[src/design/ctp_pkg.sv]
`default_nettype none
package ctp_pkg;

   localparam int INDEX_BITS_DEFAULT = 16;
   localparam int IDX_W              = 16;
   localparam int POS_W              = 32;
   localparam int FRAC_BITS          = 16;
   localparam int PROD_W             = 2 * POS_W;
   localparam int TERM_W             = PROD_W - FRAC_BITS;
   localparam int DIST_W             = TERM_W + 4;
   localparam int REM_W              = DIST_W + 2;
   localparam int QUO_W              = 32;
   localparam int CSR_INDEX_W        = 3;
   localparam int CSR_DATA_W         = 32;
   localparam int QUEUE_DEPTH        = 2;

   localparam logic KIND_VERTEX   = 1'b0;
   localparam logic KIND_TRIANGLE = 1'b1;

   typedef enum logic [CSR_INDEX_W-1:0] {
      CSR_NORMAL_X     = 3'd0,
      CSR_NORMAL_Y     = 3'd1,
      CSR_NORMAL_Z     = 3'd2,
      CSR_PLANE_OFFSET = 3'd3,
      CSR_VERTEX_BASE  = 3'd4
   } csr_index_type;

   typedef enum logic [1:0] {
      JOB_PASS    = 2'd0,
      JOB_CUT_ONE = 2'd1,
      JOB_CUT_TWO = 2'd2
   } job_class_type;

   typedef struct packed {
      logic [IDX_W-1:0]        index_a;
      logic [IDX_W-1:0]        index_b;
      logic [IDX_W-1:0]        index_c;
      logic signed [POS_W-1:0] a_x;
      logic signed [POS_W-1:0] a_y;
      logic signed [POS_W-1:0] a_z;
      logic signed [POS_W-1:0] b_x;
      logic signed [POS_W-1:0] b_y;
      logic signed [POS_W-1:0] b_z;
      logic signed [POS_W-1:0] c_x;
      logic signed [POS_W-1:0] c_y;
      logic signed [POS_W-1:0] c_z;
   } ctp_req_type;

   typedef struct packed {
      logic                    kind;
      logic [IDX_W-1:0]        out_index_a;
      logic [IDX_W-1:0]        out_index_b;
      logic [IDX_W-1:0]        out_index_c;
      logic signed [POS_W-1:0] pos_x;
      logic signed [POS_W-1:0] pos_y;
      logic signed [POS_W-1:0] pos_z;
      logic                    last;
      logic                    vertex_overflow;
   } ctp_rsp_type;

   typedef struct packed {
      logic signed [POS_W-1:0] normal_x;
      logic signed [POS_W-1:0] normal_y;
      logic signed [POS_W-1:0] normal_z;
      logic signed [POS_W-1:0] plane_offset;
   } ctp_plane_type;

   typedef struct packed {
      logic [2:0][IDX_W-1:0]        idx;
      logic [2:0][2:0][POS_W-1:0]   pos;
      logic [2:0][DIST_W-1:0]       corner_dist;
      job_class_type                job_class;
      logic [1:0]                   m0;
      logic [1:0]                   m1;
      logic [1:0]                   m2;
   } ctp_job_type;

endpackage
`default_nettype wire

[src/design/ctp_queue.sv]
`default_nettype none
module ctp_queue (
   input  wire logic                 clock,
   input  wire logic                 reset,
   input  wire logic                 in_valid,
   output logic                      in_ready,
   input  wire ctp_pkg::ctp_job_type in_data,
   output logic                      out_valid,
   input  wire logic                 out_ready,
   output ctp_pkg::ctp_job_type      out_data
);
   import ctp_pkg::*;

   localparam int PTR_W = $clog2(QUEUE_DEPTH);

   ctp_job_type        entry_ff [QUEUE_DEPTH];
   logic [PTR_W-1:0]   wr_ptr_ff, wr_ptr_in;
   logic [PTR_W-1:0]   rd_ptr_ff, rd_ptr_in;
   logic [PTR_W:0]     count_ff, count_in;
   logic               push;
   logic               pop;

   assign in_ready  = (count_ff != (PTR_W+1)'(QUEUE_DEPTH));
   assign out_valid = (count_ff != '0);
   assign out_data  = entry_ff[rd_ptr_ff];
   assign push      = in_valid && in_ready;
   assign pop       = out_valid && out_ready;

   // Advance pointers and count
   always_comb begin
      wr_ptr_in = push ? wr_ptr_ff + 1'b1 : wr_ptr_ff;
      rd_ptr_in = pop ? rd_ptr_ff + 1'b1 : rd_ptr_ff;
      count_in  = count_ff + (PTR_W+1)'(push) - (PTR_W+1)'(pop);
   end

   always_ff @(posedge clock) begin
      if (reset) begin
         wr_ptr_ff <= '0;
         rd_ptr_ff <= '0;
         count_ff  <= '0;
      end else begin
         wr_ptr_ff <= wr_ptr_in;
         rd_ptr_ff <= rd_ptr_in;
         count_ff  <= count_in;
      end
      if (push) begin
         entry_ff[wr_ptr_ff] <= in_data;
      end
   end

endmodule
`default_nettype wire

[config.mk]
export PLATFORM = sky130hd
export DESIGN_NAME = ctp_queue
export DESIGN_NICKNAME = d
export VERILOG_FILES = /design/src/design/ctp_pkg.sv /design/src/design/ctp_queue.sv
export SDC_FILE = /design/constraint.sdc
export NUM_CORES = 1
export LEC_CHECK = 0
export BUFFER_PORTS_ARGS = -buffer_cell sky130_fd_sc_hd__buf_2
export CORE_AREA = 3 3 390 392
export CTS_CLUSTER_DIAMETER = 30
export CTS_CLUSTER_SIZE = 24
export DETAILED_ROUTE_END_ITERATION = 8
export DIE_AREA = 0 0 393 395
export RECOVER_POWER = 25
export SLEW_MARGIN = 30
export SYNTH_ARGS = -nofsm -noshare
export SYNTH_HDL_FRONTEND = slang
export SYNTH_SLANG_ARGS = --single-unit
[constraint.sdc]
create_clock -name clock -period 42.2 [get_ports clock]
set_clock_uncertainty 0.15 [all_clocks]
set_input_delay 6.33 -clock clock [delete_from_list [all_inputs] [get_ports clock]]
set_output_delay 6.33 -clock clock [all_outputs]
set_load 0.01 [all_outputs]
# After elaboration in Yosys (flattened, before gate mapping)

Memory sizes are Yosys's and may differ from the RTL's. A register that Yosys moved wholly into a read port is not among the register bits.
Index checks and enable logic that the tools add are counted.

Register bits after elaboration: 4
Bits in writable memories: 1000
Output and inout port bits: 502
Word-level logic and storage cells: 16
Memories: 1

Add/subtract/negate cells: 4
Eq/ne operators: 1
Muxes and demuxes: 4
Reduce and logical (&&, ||, !) cells: 3

Memories:

| name     | words | width | rd ports | clocked after Yosys merged registers in | write ports | RTL line        | RTL |
|---|---|---|---|---|---|---|---|
| entry_ff | 2     | 500   | 1        | 1                                       | 1           | ctp_queue.sv:16 | `ctp_job_type entry_ff [QUEUE_DEPTH];` |

Operators by type and width:

| cell                                 | number |
|---|---|
| 2-to-1 mux 1 bit                     | 4 |
| adder 1 bit, second input constant   | 2 |
| adder 2 x 1 -> 2 bit                 | 1 |
| logical AND 1 bit                    | 2 |
| != test 2 bit, second input constant | 1 |
| nonzero test 2 bit                   | 1 |
| subtractor 2 x 1 -> 2 bit            | 1 |

# Longest topological paths before layout

Gate-level depths: netlist of the first run.

Word-level depth: 4
Depth in mapped cells: 6
Depth with buffers taken out: 6

# Worst setup path after synthesis of the first run

Ideal clock, no wire load.

Kind: in2reg
From: in in_valid
To: mem entry_ff[1][0] (netlist name), enable pin
Arrival time: 17.709 ns
Data required time: 41.117 ns
Path slack: 23.408 ns
Cell stages on the path: 1
Buffers on the path: 0
Path through: and3_1

Cells in the longest elaborated chain, start to end: 3

Ends and longest elaborated chain:

| element                                | RTL line        | RTL |
|---|---|---|
| from (decl)                            | ctp_queue.sv:5  | `input wire logic in_valid,` |
| logical AND 1 bit                      | ctp_queue.sv:26 | `assign push = in_valid && in_ready;` |
| 2-to-1 mux 1 bit                       | ctp_queue.sv:46 | `if (push) begin` |
| 2-to-1 mux 1 bit (implied by the code) | ctp_queue.sv:47 | `entry_ff[wr_ptr_ff] <= in_data;` |
| to (decl)                              | ctp_queue.sv:16 |  |

Every way passes these cells.

==> results.py, run 1 <==
metrics = {
    "clocking": {
        "cts_htree_levels": 4,
        "cts_root_buffer": "clkbuf_16",
        "tritoncts": "built",
        "post_cts_buffers": 0,
        "cts_resized": 0,
        "cts_buffers": 206,
        "clkSlewWorstSetupHoldPaths_ns": 0.05,
        "cts.sinks": 1005,
        "holdBufCountCts": 0,
        "clockBufferDepth": 3,
        "clk_latency_ns": 0.78,
    },
    "synthesis": {
        "synth_warnings": 0,
        "syn_inst": 1585,
        "yosysUniqueCellTypes": 20,
        "avgSynthCellArea_um2": 23.1,
        "syn-num-nets": 2090,
        "synth.most_common_cell": "edfxtp_1",
        "synth_top_family_by_area": "multiplexers",
        "synthMuxAreaShare": 0.154,
        "synth_xor_area_frac": 0.000240,
        "synthAdderAreaFrac": 0.000342,
        "yosys-top-cells-count": "edfxtp_1, mux2_2, buf_6",
        "synth_top_area_share": 0.822,
        "synthTopCellsByArea": "edfxtp_1, mux2_2, buf_6",
        "async_reset_ff_frac": 0,
        "ys_seq_area_frac": 0.825,
        "ys.flop_type": "edfxtp_1",
        "synth_simple_gate_area_frac": 0.00188,
        "yosys_register_bits": 1005,
        "synth_area_leader_cell": "edfxtp_1",
        "synth_edf_count": 1000,
        "syn-cell-area_um2": 36500,
        "synth_compound_area_frac": 0.00140,
    },
    "worst_setup_path": {
        "path_class": "reg2out",
        "startpoint_type": "flip-flop",
        "required_ns": 35.72,
        "cp.arrival_ns": 5.51,
        "cp_max_fo": 82,
        "crit_path_end_kind": "output port",
    },
    "cells_and_area": {
        "multi_input_area_um2": 5790,
        "syn_to_final_growth_pct": 38.7,
        "fillers": 14310,
        "finalNetCount": 3272,
        "drive_gt1_frac": 0.594,
        "regArea_um2": 30100,
    },
    "route": {
        "drc": 0,
        "ant_nets": 0,
        "wl_per_cell_um": 21.7,
        "drt_iter0_drc": 1106,
        "vias_per_cell": 4.11,
        "first_pass_iters": 5,
        "drt-total-wl_um": 107000,
        "num_vias": 20151,
    },
    "timing": {
        "worst_pin_slew_ns": 0.930,
        "final.setup.tns_ns": 0,
        "fin_crit_ns": 11.99,
        "rsz0062_at_grt": "no",
        "final-hold-violation-count": 0,
        "finalCritPeriodShare": 0.284,
        "slew_headroom": 0.380,
        "setup_viol": 0,
        "finalMaxSlewViolations": 0,
        "fmax_mhz": 83.4,
    },
    "die": {
        "design.core.area_um2": 149000,
        "row_count": 142,
        "start_util": 0.245,
        "die_height_um": 395,
        "dieWidth_um": 393,
        "die_area_um2": 155000,
        "pin_count": 1006,
    },
    "power": {
        "power.density_nw_per_um2": 67.3,
        "p_leak_nw": 18.5,
        "power_mw": 3.41,
        "peakVddDrop_mv": 0.0452,
    },
    "global_routing": {
        "grt_overflow": 0,
        "grt_pass1_vias": 21219,
        "grt_pass1_wl_um": 146000,
        "grt_max_degree": 105,
        "antenna_found_initial": 65,
        "grt_usage": 0.131,
    },
    "placed_design": {
        "place_congestion": 0.881,
        "dp_hpwl_um": 78400,
        "portBuffers": 1005,
    },
    "min_path": {
        "min_path_type": "reg2reg",
    },
    "flow_run": {
        "drv_cap": 0,
    },
    "run_status": {
        "outcome": "completed",
    },
}
final timing paths:
kind                             startpoint          endpoint  slack (ns)  cells past startpoint
worst max register to register  count_ff[0]  entry_ff[1][206]       36.52                      8
worst max-delay path              flip-flop      out_data[67]       30.21                      8
worst min-delay path              rd_ptr_ff         rd_ptr_ff        0.35                      2
worst min register to register    rd_ptr_ff         rd_ptr_ff        0.35                      2
worst max-delay path: stages (launching register included):
cell and delay, ns:
dfxtp_4 0.72, buf_4 0.58, buf_4 0.66, buf_4 0.63, buf_4 0.54, buf_12 0.31
buf_6 0.57, mux2_2 0.43, buf_2 0.14
kinds of logic after synthesis:
| group | after synthesis |
|---|---|
| DFF | 1005 |
| muxes | 501 |
| buffers and inverters | 57 |
| and+or+nand+nor | 13 |
| AOI/OAI and AO/OA | 7 |
| xor gates and xnor gates | 1 |
| adders and majority gates | 1 |
flip-flops by register name, summed over array words and instances, names as in the netlist, named ones only:
name / count
count_ff: 2
rd_ptr_ff: 1
wr_ptr_ff: 1
entry_ff: 1000
layout by cell type (no fill, tap or decap), types with 2 or more instances in the layout:
master,n
a21bo_2,2
buf_1,2
buf_12,2
buf_2,873
buf_4,20
buf_6,3
bufinv_16,27
clkbuf_1,141
clkbuf_16,207
clkinv_1,33
clkinv_16,9
clkinv_2,34
clkinv_4,21
clkinvlp_4,25
dfxtp_1,4
diode_2,16
edfxtp_1,1000
inv_16,3
inv_6,18
mux2_2,501
nor2_1,5
nor2b_1,3
o21ai_0,2
through the flow:
step / worst slack (ns) / hold slack, ns / utilization / cell area, um^2 / std cells
floorplan: 23.41 / 0.322 / - / 36500 / 1585
global placement: 30.47 / 0.344 / 0.292 / 43600 / 4501
detailed placement: 30.60 / 0.344 / 0.292 / 43600 / 4503
CTS: 29.77 / 0.358 / 0.340 / 50800 / 4892
global route: 29.77 / 0.402 / 0.340 / 50700 / 4898
finish: 30.21 / 0.353 / 0.340 / 50700 / 4908
cell type report:
class                      count  share of cell area
antenna                       16            0.000790
clock buffer                 218               0.103
clock inverter               171              0.0391
inverter                       1            0.000222
multi-input combinational    523               0.114
sequential                  1005               0.594
tap                         1944              0.0480
timing repair buffer        1030               0.100
power breakdown:
part | total [mW] | internal (mW) | switching, mW
combinational | 0.545 | 0.231 | 0.314
sequential | 1.25 | 1.22 | 0.0276
clock | 1.62 | 1.07 | 0.549
metal layers:
layer / routed length, um / track usage
met2: 53400 / 0.224
met3: 9810 / 0.0534
met5: 328 / 0
met1: 39500 / 0.144
met4: 3450 / 0.0529
Power figures use the tool's default switching activity.
==> run 2: changes to the inputs <==
- clock period: 42.2 -> 10.7 ns (I/O delays scaled with it)
==> run 2 against run 1 <==
Compared with the run above:
- via count fell by 0.59%
- final area barely moved
- flip-flop and latch count did not move
- combinational power rose to 4.0 times the previous value
- utilization barely moved
- count of clock-buffer cells in the layout rose by 23
- critical path type unchanged
- largest cell class unchanged
- largest power group unchanged
==> results.py, run 2 (synthesis results as in run 1) <==
metrics = {
    "global_routing": {
        "grt_pass1_vias": 21005,
        "grt_usage": 0.128,
        "grt_pass1_wl_um": 143000,
        "grt_overflow": 0,
        "antenna_found_initial": 59,
        "grt_max_degree": 151,
    },
    "timing": {
        "final-hold-violation-count": 0,
        "finalCritPeriodShare": 0.521,
        "setup_viol": 0,
        "worst_pin_slew_ns": 1.01,
        "fin_crit_ns": 5.58,
        "rsz0062_at_grt": "no",
        "fmax_mhz": 179,
        "final.setup.tns_ns": 0,
        "finalMaxSlewViolations": 0,
        "slew_headroom": 0.325,
    },
    "cells_and_area": {
        "final_cell_mix": "edfxtp_1, buf_2, mux2_2",
        "regMostFlops": "entry_ff",
        "finalNetCount": 3267,
        "largest_reg_flops": 1000,
        "multi_input_area_um2": 5790,
        "fillers": 14311,
        "finalInstanceArea_um2": 50700,
        "regArea_um2": 30100,
        "final_common_cell": "edfxtp_1",
        "reg_top3": "entry_ff: 1000 flops, count_ff: 2 flops",
        "drive_gt1_frac": 0.579,
        "syn_to_final_growth_pct": 38.7,
    },
    "placed_design": {
        "portBuffers": 1005,
        "dp_hpwl_um": 74500,
        "placed_area_um2": 43600,
        "place_congestion": 0.851,
    },
    "route": {
        "drc": 0,
        "num_vias": 20033,
        "drt_iter0_drc": 1168,
        "first_pass_iters": 4,
        "wl_per_cell_um": 21.2,
        "ant_nets": 0,
        "vias_per_cell": 4.08,
        "drt-total-wl_um": 104000,
    },
    "worst_setup_path": {
        "max_stage_delay_ns": 0.87,
        "r2r_start": "count_ff[0]",
        "cp_max_fo": 128,
        "r2r_setup_slack_ns": 7.21,
        "cp.arrival_ns": 3.82,
        "startpoint_type": "flip-flop",
        "path_class": "reg2out",
        "reg2reg_to": "entry_ff[0][235]",
        "crit_path_end_kind": "output port",
        "timing.critical_path.buf_inv": 3,
        "worst_path_max_delay_cell": "dfxtp_4",
        "cp_top_family": "buffers and inverters",
        "required_ns": 8.95,
        "cp_cell_sequence": "buf_12 > buf_4 > mux2_2 > buf_2",
        "r2r_cells": 6,
        "cp_num_cells": 4,
    },
    "flow_run": {
        "drv_cap": 0,
    },
    "die": {
        "row_count": 142,
        "die_area_um2": 155000,
        "pin_count": 1006,
        "start_util": 0.245,
        "die_height_um": 395,
        "dieWidth_um": 393,
        "design.core.area_um2": 149000,
    },
    "clocking": {
        "post_cts_buffers": 0,
        "holdBufCountCts": 0,
        "tritoncts": "built",
        "clockBufferDepth": 3,
        "clkSlewWorstSetupHoldPaths_ns": 0.04,
        "clk_latency_ns": 0.74,
        "cts_resized": 0,
        "cts_htree_levels": 4,
        "cts.sinks": 1005,
        "cts_buffers": 209,
        "cts_root_buffer": "clkbuf_16",
    },
    "min_path": {
        "min_path_type": "reg2reg",
        "hold_depth": 2,
        "hold_start": "rd_ptr_ff",
    },
    "power": {
        "pwr-share-comb": 0.160,
        "p_leak_nw": 18.4,
        "peakVddDrop_mv": 0.160,
        "power.density_nw_per_um2": 266,
        "seqPwrFrac": 0.364,
        "intPower_mw": 10.0,
        "switchingPower_mw": 3.44,
        "power.clock.fraction": 0.476,
        "swShare": 0.255,
    },
    "run_status": {
        "outcome": "completed",
    },
}
## run 2: changes by cell type in the layout (fill, tap and decap cells not counted), moves of 7 or more
| cell | previous run | this run |
|---|---|---|
| inv_6 | 18 | 5 |
| clkbuf_1 | 141 | 176 |
| clkinv_4 | 21 | 11 |
| buf_2 | 873 | 859 |
| buf_4 | 20 | 7 |
| buf_12 | 2 | 9 |
| clkinv_1 | 33 | 40 |
## run 2: layer usage
layer | vias to the layer above | share of wire | global-route usage
li1 | 8840 | - | -
met1 | 10007 | 0.36 | 0.138
met2 | 891 | 0.51 | 0.221
met3 | 247 | 0.097 | 0.0543
met4 | 48 | 0.028 | 0.0491
met5 | - | 0.0033 | 0
## run 2: worst max path at each step
stage / from / end / slack (ns)
6_report: flip-flop / out_data[190] / 5.12
5_1_grt: flip-flop / out_data[190] / 4.92
4_1_cts: flip-flop / out_data[190] / 5.02
3_5_place_dp: in_valid / entry_ff[1][90] / 5.84
3_3_place_gp: in_valid / entry_ff[1][287] / 5.82
2_1_floorplan: in_valid / entry_ff[0][0] / 0.91
## run 2: power by group through the flow
stage	combinational [mW]	clock (mW)	sequential, mW
floorplan	1.33	0	5.05
global placement	2.19	0	4.96
detailed placement	2.19	0	4.98
CTS	2.21	6.53	4.91
global route	2.29	6.74	4.94
finish	2.16	6.41	4.90
## run 2: layout make-up
cell class,instances,area share
Tap cell,1944,0.0480
Clock inverter,153,0.0361
Timing Repair Buffer,1022,0.100
Antenna cell,17,0.000839
Inverter,1,0.000148
Multi-Input combinational cell,523,0.114
Sequential cell,1005,0.595
Clock buffer,241,0.106
## run 2: worst reg2reg max path, cell delays in order, from the launching register on
cell        delay (ns)
dfxtp_1           0.45
nand2b_1          0.24
nand3b_1          0.17
clkinvlp_4        0.37
buf_12            0.25
buf_4             0.60
buf_12            0.47
## run 2: per-stage QoR
stage / hold slack (ns) / util / setup slack (ns) / power, mW / cells
6_report: 0.336 / 0.340 / 5.12 / 13.5 / 4906
5_1_grt: 0.368 / 0.339 / 4.92 / 14.0 / 4896
4_1_cts: 0.350 / 0.341 / 5.02 / 13.6 / 4889
3_5_place_dp: 0.347 / 0.292 / 5.84 / 7.17 / 4495
3_3_place_gp: 0.343 / 0.292 / 5.82 / 7.15 / 4494
2_1_floorplan: 0.322 / - / 0.913 / 6.38 / 1585
==> run 3: changes to the inputs <==
- clock period: 10.7 -> 5.3 ns (I/O delays scaled with it)
==> run 3 against run 2 <==
Compared with the run above:
- final area grew 7.8%
- global-route usage grew 0.67 points
- register-to-register slack worse by 4.6 ns
- cell count increased by 8.1%
- largest power group unchanged
==> results.py, run 3 (synthesis results as in run 1) <==
metrics = {
    "run_status": {
        "outcome": "completed",
    },
    "die": {
        "die_area_um2": 155000,
        "pin_count": 1006,
        "die_height_um": 395,
        "dieWidth_um": 393,
        "design.core.area_um2": 149000,
        "start_util": 0.245,
        "row_count": 142,
    },
    "route": {
        "num_vias": 21625,
        "first_pass_iters": 5,
        "ant_nets": 0,
        "wl_per_cell_um": 20.6,
        "drt-total-wl_um": 109000,
        "vias_per_cell": 4.08,
        "drt_iter0_drc": 1255,
        "drc": 0,
    },
    "worst_setup_path": {
        "path_class": "reg2out",
        "max_stage_delay_ns": 0.72,
        "required_ns": 4.36,
        "worst_path_max_delay_cell": "dfxtp_4",
        "crit_path_end_kind": "output port",
        "r2r_setup_slack_ns": 2.61,
        "r2r_start": "count_ff[0]",
        "r2r_cells": 3,
        "startpoint_type": "flip-flop",
        "reg2reg_to": "entry_ff[1][494]",
        "timing.critical_path.buf_inv": 2,
        "cp_max_fo": 112,
        "cp.arrival_ns": 2.86,
        "cp_cell_sequence": "buf_12 > mux2_2 > buf_2",
        "cp_top_family": "flip-flops",
    },
    "min_path": {
        "hold_depth": 1,
        "min_path_type": "in2reg",
        "hold_start": "in_data[189]",
        "holdPathEnd": "entry_ff[1][189]",
    },
    "placed_design": {
        "dp_hpwl_um": 77600,
        "place_ws_ns": 2.22,
        "place_congestion": 0.913,
        "portBuffers": 1005,
    },
    "global_routing": {
        "grt_usage": 0.135,
        "grt_max_degree": 117,
        "grt_pass1_vias": 23181,
        "antenna_found_initial": 44,
        "met1_usage": 0.144,
        "grt_pass1_wl_um": 153000,
        "grt_busiest_layer": "met2",
        "grt_overflow": 0,
        "use_met2": 0.231,
        "gr-usage-met3": 0.0606,
    },
    "cells_and_area": {
        "finalNetCount": 3656,
        "drive_gt1_frac": 0.513,
        "regArea_um2": 30100,
        "regMostFlops": "entry_ff",
        "fillers": 13914,
        "finish.utilization": 0.366,
        "final_common_cell": "edfxtp_1",
        "syn_to_final_growth_pct": 49.5,
        "multi_input_area_um2": 5790,
        "final_cell_mix": "edfxtp_1, buf_2, mux2_2",
        "reg_top3": "entry_ff: 1000 flops, count_ff: 2 flops",
        "largest_reg_flops": 1000,
    },
    "timing": {
        "fin_crit_ns": 3.81,
        "worst_slack_ns": 1.49,
        "rsz0062_at_grt": "no",
        "fmax_mhz": 262,
        "setup_viol": 0,
        "final-hold-violation-count": 0,
        "finalCritPeriodShare": 0.719,
        "finalMaxSlewViolations": 0,
        "worst_pin_slew_ns": 0.818,
        "slew_headroom": 0.455,
    },
    "clocking": {
        "holdBufCountCts": 339,
        "cts_root_buffer": "clkbuf_16",
        "post_cts_buffers": 0,
        "clockBufferDepth": 3,
        "clk_latency_ns": 0.73,
        "clkSlewWorstSetupHoldPaths_ns": 0.05,
        "tritoncts": "built",
        "cts_resized": 0,
        "cts_buffers": 214,
        "cts.sinks": 1005,
        "cts_htree_levels": 4,
    },
    "power": {
        "p_leak_nw": 20.0,
        "power.density_nw_per_um2": 511,
        "peakVddDrop_mv": 0.374,
        "power_mw": 27.9,
    },
    "flow_run": {
        "drv_cap": 0,
    },
}
-- run 3: cell types whose count changed in the layout (fill, tap and decap cells not counted), moves of 11 or more --
cell	delta
dlygate4sd3_1	+339
buf_2	-66
clkbuf_1	+51
buf_4	+41
clkinv_4	+11
inv_6	+11
-- run 3: stage by stage --
stage               hold slack (ns)  instances   TNS, ns  cell area, um^2
floorplan                     0.322       1585  -1838.66            36500
global placement              0.334       4540         0            44000
detailed placement            0.347       4540         0            44000
CTS                        0.000275       5277         0            54800
global route                 0.0161       5284         0            54600
finish                       0.0835       5301         0            54600
-- run 3: power by group --
group	internal, mW	total [mW]	switching (mW)
Clock	8.98	13.3	4.34
Sequential	9.69	9.91	0.216
Combinational	2.10	4.68	2.58
Total	20.8	27.9	7.13
-- run 3: how the worst max path moves through the flow --
stage / slack (ns) / endpoint / start / cells past startpoint
global placement: 2.21 / out_data[194] / flip-flop / 4
CTS: 1.35 / out_data[194] / flip-flop / 4
finish: 1.49 / out_data[376] / flip-flop / 3
floorplan: -3.68 / entry_ff[0][0] / in_valid / 2
global route: 1.37 / out_data[194] / flip-flop / 4
detailed placement: 2.22 / out_data[194] / flip-flop / 4
-- run 3: layout make-up --
type | instances | share of cell area
multi-input cells | 523 | 0.106
repair buffers | 1406 | 0.161
diodes | 24 | 0.00110
flip-flops and latches | 1005 | 0.552
clock inverters | 166 | 0.0358
inverters | 1 | 0.000137
clock buffers | 232 | 0.0997
well taps | 1944 | 0.0445
-- run 3: metal layers --
metal	share of wire	vias to the layer above	wire length (um)
met5	0.0018	-	191
met4	0.029	30	3110
met3	0.096	217	10500
met2	0.51	847	55300
met1	0.37	10864	40000
li1	-	9667	-
